File: src/rtl/pcc_pkg.sv
`default_nettype none

package pcc_pkg;

    localparam int SAMPLE_BITS = 16;
    localparam int MAX_PAIRS   = 65536;

    localparam int COUNT_W = $clog2(MAX_PAIRS + 1);
    localparam int SUM_W   = SAMPLE_BITS + COUNT_W - 1;
    localparam int SQ_W    = 2 * SAMPLE_BITS + COUNT_W - 2;
    localparam int XY_W    = SQ_W + 1;

    localparam int DIGIT_W   = 16;
    localparam int MAG_W     = ((COUNT_W + SQ_W + DIGIT_W - 1) / DIGIT_W) * DIGIT_W;
    localparam int SW        = MAG_W + 2;
    localparam int MUL_STEPS = MAG_W / DIGIT_W;
    localparam int STEP_W    = $clog2(MUL_STEPS);
    localparam int PROD_W    = 2 * MAG_W;

    localparam int FRAC_BITS  = 15;
    localparam int COEF_W     = FRAC_BITS + 1;
    localparam int DIV_STEPS  = 2 * FRAC_BITS + 1;
    localparam int QUOT_W     = DIV_STEPS;
    localparam int SQRT_STEPS = FRAC_BITS + 1;
    localparam int ROOT_W     = SQRT_STEPS;
    localparam int RAD_W      = 2 * SQRT_STEPS;
    localparam int SREM_W     = ROOT_W + 4;
    localparam int CNT_W      = $clog2(DIV_STEPS);

    localparam logic [COUNT_W-1:0] COUNT_MAX = COUNT_W'(MAX_PAIRS);
    localparam logic [QUOT_W-1:0]  QUOT_MAX  = {1'b1, {(2 * FRAC_BITS){1'b0}}};
    localparam logic [ROOT_W-1:0]  ROOT_ONE  = {1'b1, {FRAC_BITS{1'b0}}};
    localparam logic [COEF_W-1:0]  COEF_MAX  = {1'b0, {FRAC_BITS{1'b1}}};

    typedef enum logic [1:0] {
        STAT_OK    = 2'd0,
        STAT_DEGEN = 2'd1,
        STAT_OVF   = 2'd2
    } status_t;

    localparam int OP_W = 3;

    typedef enum logic [OP_W-1:0] {
        OP_N_SXY,
        OP_SX_SY,
        OP_N_SXX,
        OP_SX_SX,
        OP_N_SYY,
        OP_SY_SY,
        OP_VX_VY,
        OP_A_A
    } mul_op_t;

    typedef enum logic [3:0] {
        S_IDLE,
        S_FIN,
        S_MUL_GO,
        S_MUL_WAIT,
        S_CHECK,
        S_DIV,
        S_SQRT_INIT,
        S_SQRT,
        S_EMIT
    } state_t;

    typedef struct packed {
        logic    accept;
        logic    mul_start;
        logic    store;
        mul_op_t op;
        logic    div_step;
        logic    sqrt_init;
        logic    sqrt_step;
        logic    emit;
        status_t code;
    } dp_cmd_t;

    typedef struct packed {
        logic ovf;
        logic degenerate;
        logic mul_done;
    } dp_stat_t;

endpackage

`default_nettype wire

File: src/rtl/pcc_ctrl.sv
`default_nettype none

module pcc_ctrl (
    input  logic              clk,
    input  logic              rst_n,
    input  logic              start,
    input  logic              last,
    input  pcc_pkg::dp_stat_t st,
    output pcc_pkg::dp_cmd_t  cmd,
    output logic              busy
);
    import pcc_pkg::*;

    state_t            state_reg;
    state_t            state_next;
    mul_op_t           op_reg;
    mul_op_t           op_next;
    logic [CNT_W-1:0]  cnt_reg;
    logic [CNT_W-1:0]  cnt_next;
    status_t           code_reg;
    status_t           code_next;

    always_ff @(posedge clk or negedge rst_n)
    begin
        if (!rst_n)
        begin
            state_reg <= S_IDLE;
            op_reg    <= OP_N_SXY;
            cnt_reg   <= '0;
            code_reg  <= STAT_OK;
        end
        else
        begin
            state_reg <= state_next;
            op_reg    <= op_next;
            cnt_reg   <= cnt_next;
            code_reg  <= code_next;
        end
    end

    always_comb
    begin
        state_next = state_reg;
        op_next    = op_reg;
        cnt_next   = cnt_reg;
        code_next  = code_reg;
        unique case (state_reg)
            S_IDLE:
            begin
                if (start && last)
                begin
                    state_next = S_FIN;
                end
            end
            S_FIN:
            begin
                if (st.ovf)
                begin
                    code_next  = STAT_OVF;
                    state_next = S_EMIT;
                end
                else
                begin
                    op_next    = OP_N_SXY;
                    state_next = S_MUL_GO;
                end
            end
            S_MUL_GO:
            begin
                state_next = S_MUL_WAIT;
            end
            S_MUL_WAIT:
            begin
                if (st.mul_done)
                begin
                    if (op_reg == OP_SY_SY)
                    begin
                        state_next = S_CHECK;
                    end
                    else if (op_reg == OP_A_A)
                    begin
                        cnt_next   = CNT_W'(DIV_STEPS - 1);
                        state_next = S_DIV;
                    end
                    else
                    begin
                        op_next    = mul_op_t'(op_reg + OP_W'(1));
                        state_next = S_MUL_GO;
                    end
                end
            end
            S_CHECK:
            begin
                if (st.degenerate)
                begin
                    code_next  = STAT_DEGEN;
                    state_next = S_EMIT;
                end
                else
                begin
                    op_next    = OP_VX_VY;
                    state_next = S_MUL_GO;
                end
            end
            S_DIV:
            begin
                if (cnt_reg == '0)
                begin
                    state_next = S_SQRT_INIT;
                end
                else
                begin
                    cnt_next = cnt_reg - CNT_W'(1);
                end
            end
            S_SQRT_INIT:
            begin
                cnt_next   = CNT_W'(SQRT_STEPS - 1);
                state_next = S_SQRT;
            end
            S_SQRT:
            begin
                if (cnt_reg == '0)
                begin
                    code_next  = STAT_OK;
                    state_next = S_EMIT;
                end
                else
                begin
                    cnt_next = cnt_reg - CNT_W'(1);
                end
            end
            S_EMIT:
            begin
                state_next = S_IDLE;
            end
            default:
            begin
                state_next = S_IDLE;
            end
        endcase
    end

    always_comb
    begin
        cmd  = '0;
        busy = 1'b1;
        unique case (state_reg)
            S_IDLE:
            begin
                busy       = 1'b0;
                cmd.accept = start;
            end
            S_MUL_GO:
            begin
                cmd.mul_start = 1'b1;
                cmd.op        = op_reg;
            end
            S_MUL_WAIT:
            begin
                cmd.store = st.mul_done;
                cmd.op    = op_reg;
            end
            S_DIV:
            begin
                cmd.div_step = 1'b1;
            end
            S_SQRT_INIT:
            begin
                cmd.sqrt_init = 1'b1;
            end
            S_SQRT:
            begin
                cmd.sqrt_step = 1'b1;
            end
            S_EMIT:
            begin
                cmd.emit = 1'b1;
                cmd.code = code_reg;
            end
            default:
            begin
                busy = 1'b1;
            end
        endcase
    end

endmodule

`default_nettype wire

File: config.mk
export PLATFORM = sky130hd
export DESIGN_NAME = pcc_ctrl
export DESIGN_NICKNAME = d
export VERILOG_FILES = /design/src/rtl/pcc_pkg.sv /design/src/rtl/pcc_ctrl.sv
export SDC_FILE = /design/constraint.sdc
export NUM_CORES = 1
export LEC_CHECK = 0
export BUFFER_PORTS_ARGS = -buffer_cell sky130_fd_sc_hd__buf_2
export CELL_PAD_IN_SITES_DETAIL_PLACEMENT = 0
export CELL_PAD_IN_SITES_GLOBAL_PLACEMENT = 1
export CORE_AREA = 2 2 62 47
export CTS_CLUSTER_SIZE = 30
export DETAILED_ROUTE_END_ITERATION = 8
export DIE_AREA = 0 0 64 49
export MAX_ROUTING_LAYER = met4
export PLACE_DENSITY = 0.79
export SYNTH_ARGS = -nofsm -noshare
export SYNTH_HDL_FRONTEND = slang
export SYNTH_SLANG_ARGS = --single-unit
File: constraint.sdc
create_clock -name clk -period 2.6 [get_ports clk]
set_input_delay 0.52 -clock clk [delete_from_list [all_inputs] [get_ports clk]]
set_output_delay 0.52 -clock clk [all_outputs]
set_load 0.02 [all_outputs]
==> flow_metrics.py <==
metrics = {
    "cells_and_area": {
        "final_cell_area_um2": 1210,
        "drive_above_1_share_pct": 26.3,
        "area_growth_syn_to_layout_pct": 13.5,
        "final_cells": 169,
        "layout.nets": 147,
        "antenna_cells": 0,
        "final_util_pct": 46.7,
        "largest_reg_flops": 5,
    },
    "logic_synthesis": {
        "synth-seq-cells": 14,
        "synth-compound-area-share_pct": 18.7,
        "synth_area_um2": 1060,
        "synthSimpleGateAreaFrac_pct": 28.4,
        "synth.area.mux_share_pct": 6.01,
        "synth_adder_area_share_pct": 7.07,
        "synth_xor_xnor_area_share_pct": 1.65,
        "synth_top_family_by_area": "simple AND/OR/NAND/NOR gates",
        "synth-edff-count": 0,
        "yosysSeqAreaShare_pct": 33.0,
        "syn_inst": 117,
        "async_flop_share_pct": 100,
        "yosys_warnings": 0,
        "synth_nets": 130,
        "syn_area_per_cell_um2": 9.08,
        "yosys_most_used_dff": "dfrtp_1",
        "synth.distinct_cells": 43,
    },
    "cts": {
        "cts_root_buf": "clkbuf_4",
        "cts.sinks": 14,
        "cts_resized": 0,
        "cts.clk_slew.worst_paths_ps": 100,
        "cts_tree": "yes",
        "clock_path_buffers": 2,
        "clk_latency_ps": 290,
        "post_cts_buffers": 0,
        "ctsHoldBuffers": 0,
        "htreeDepth": 1,
        "numCtsBuffers": 3,
    },
    "pwr": {
        "clockPowerShare_pct": 19.9,
        "powerDensity_nw_per_um2": 699,
        "p_sw_uw": 357,
        "internal-power_uw": 487,
        "p_sw_share_pct": 42.3,
        "seqPwrFrac_pct": 40.4,
        "p_leak_uw": 0.000602,
        "p_comb_share_pct": 39.7,
        "ir_drop_uv": 481,
    },
    "flow_run": {
        "maxCapViolCount": 0,
    },
    "die": {
        "boundaryPins": 20,
        "die_area_um2": 3140,
        "rows": 16,
        "start_util_pct": 41.1,
        "core_area_um2": 2580,
        "die_y_um": 49,
        "die_x_um": 64,
    },
    "sta": {
        "setup_viol": 0,
        "timing.final.crit_share_pct": 89.0,
        "tns_ps": 0,
        "grt_setup_unrepaired": "no",
        "hold_violations": 0,
        "slew_violations": 0,
        "fmax_mhz": 432,
        "skew_ps": 8.14,
        "worst_pin_slew_ps": 771,
        "fin_crit_ps": 2310,
        "relSlewSlack_pct": 47.2,
    },
    "global_route": {
        "grt.met3_usage_pct": 5.77,
        "overflow": 0,
        "grt.met2_usage_pct": 22.2,
        "grt.total_usage_pct": 17.4,
        "grt.busiest_layer": "met1",
        "met1_usage_pct": 26.6,
        "grt_pass1_vias": 818,
        "grt_pass1_wl_um": 4130,
        "grt_max_degree": 22,
        "antenna_found_initial": 0,
    },
    "critical_path": {
        "critPathLaunchType": "flop",
        "cp-end-kind": "output port",
        "cp_max_fo": 21,
        "crit_arrival_ps": 1790,
        "reg2reg_depth": 4,
        "r2r_setup_slack_ps": 620,
        "worstPathRequired_ps": 2080,
        "crit_type": "reg2out",
        "critPathCapture": "cmd[9]",
        "startpoint": "state_reg[1]",
        "r2r-start": "state_reg[1]",
        "timing.rr.end": "cnt_reg[1]",
    },
    "worst_hold_path": {
        "hp-class": "in2async",
    },
    "placement": {
        "port-buffer-count": 19,
        "dpl.hpwl_um": 1790,
        "place_inst": 165,
        "placed_cell_area_um2": 1170,
        "gp_congestion": 0.834,
    },
    "route": {
        "via_per_inst": 5.40,
        "wl_per_cell_um": 14.5,
        "drtIter0Drc": 43,
        "drt_wl_total_um": 2440,
        "vias": 913,
        "antenna_left": 0,
        "firstDrtPassIters": 4,
        "route.detailed.drc": 0,
    },
    "run_status": {
        "status": "completed",
    },
}
[final cells by class]
| class | count | area, um^2 |
|---|---|---|
| Tap cell | 36 | 45.0 |
| Sequential cell | 14 | 350 |
| Fill cell | 248 | 1380 |
| Timing Repair Buffer | 19 | 95.1 |
| Multi-Input combinational cell | 90 | 657 |
| Clock buffer | 4 | 36.3 |
| Inverter | 6 | 22.5 |
[cells in the mapped netlist, drive strengths merged (2+ instances only)]
cell type  instances  share of area, %
a21o               2               1.4
a21oi              4               1.9
a2bb2oi            2               1.6
and2               2               1.2
and3               7               4.1
buf                4               2.0
clkbuf             3               1.1
dfrtp             14                33
ha                 6               7.1
inv                6               2.1
mux2               5               6.0
nand2             10               3.5
nand2b             5               2.9
nor2              11               4.1
nor3               5               2.4
o21ai              2              0.94
o22ai              2               1.2
o2bb2ai            2               1.6
o31ai              3               2.1
or2b               2               1.6
xnor2              2               1.6
[worst max-delay path: stages, from the launching register on]
cell	delay (ps)
dfrtp_1	700
nor4bb_1	460
and2_1	190
buf_2	160
[per-stage QoR]
stage	setup WS [ps]	power, uW	hold slack, ps
after global routing	161	908	129
after CTS	299	843	132
final	286	843	111
after detailed placement	615	677	447
after floorplan	769	596	224
after global placement	621	677	444
[routing by layer]
metal | vias up | share of wire, %
met5 | - | 0
met1 | 428 | 52
met2 | 28 | 41
li1 | 455 | -
met4 | 0 | 0.53
met3 | 2 | 6.3
[how the worst min path moves through the flow]
| stage | to | depth (start not counted) | slack, ps |
|---|---|---|---|
| after global placement | cnt_reg[4] | 1 | 440 |
| after detailed placement | op_reg[2] | 1 | 450 |
| after global routing | op_reg[0] | 1 | 130 |
| after CTS | op_reg[2] | 1 | 130 |
| after floorplan | cnt_reg[0] | 0 | 220 |
| final | op_reg[0] | 1 | 110 |
[cell usage in the layout, fill, tap and decap left out, drive strengths merged, types with 3 or more instances in the layout]
master	count
and3	7
dfrtp	14
nand2	10
nand2b	5
nor3	5
mux2	5
ha	6
inv	6
clkbuf	4
nor2	11
buf	19
a21oi	4
o31ai	3
[power by group through the flow]
stage / clock network (uW) / registers (uW) / logic (uW)
2_1_floorplan: 0 / 268 / 328
3_3_place_gp: 0 / 341 / 336
3_5_place_dp: 0 / 343 / 334
4_1_cts: 168 / 337 / 337
5_1_grt: 182 / 354 / 372
6_report: 168 / 340 / 335
[logic make-up (layout without fill, tap and decap cells)]
kind of cell             Yosys count  count (layout)
AND/OR/NAND/NOR                   51              51
AO/OA/AOI/OAI                     26              26
flip-flops                        14              14
buffers and inverters             13              29
adder cells (fa/ha/maj)            6               6
multiplexers                       5               5
XOR/XNOR                           2               2
No activity file was read; power rests on OpenSTA's default activity.
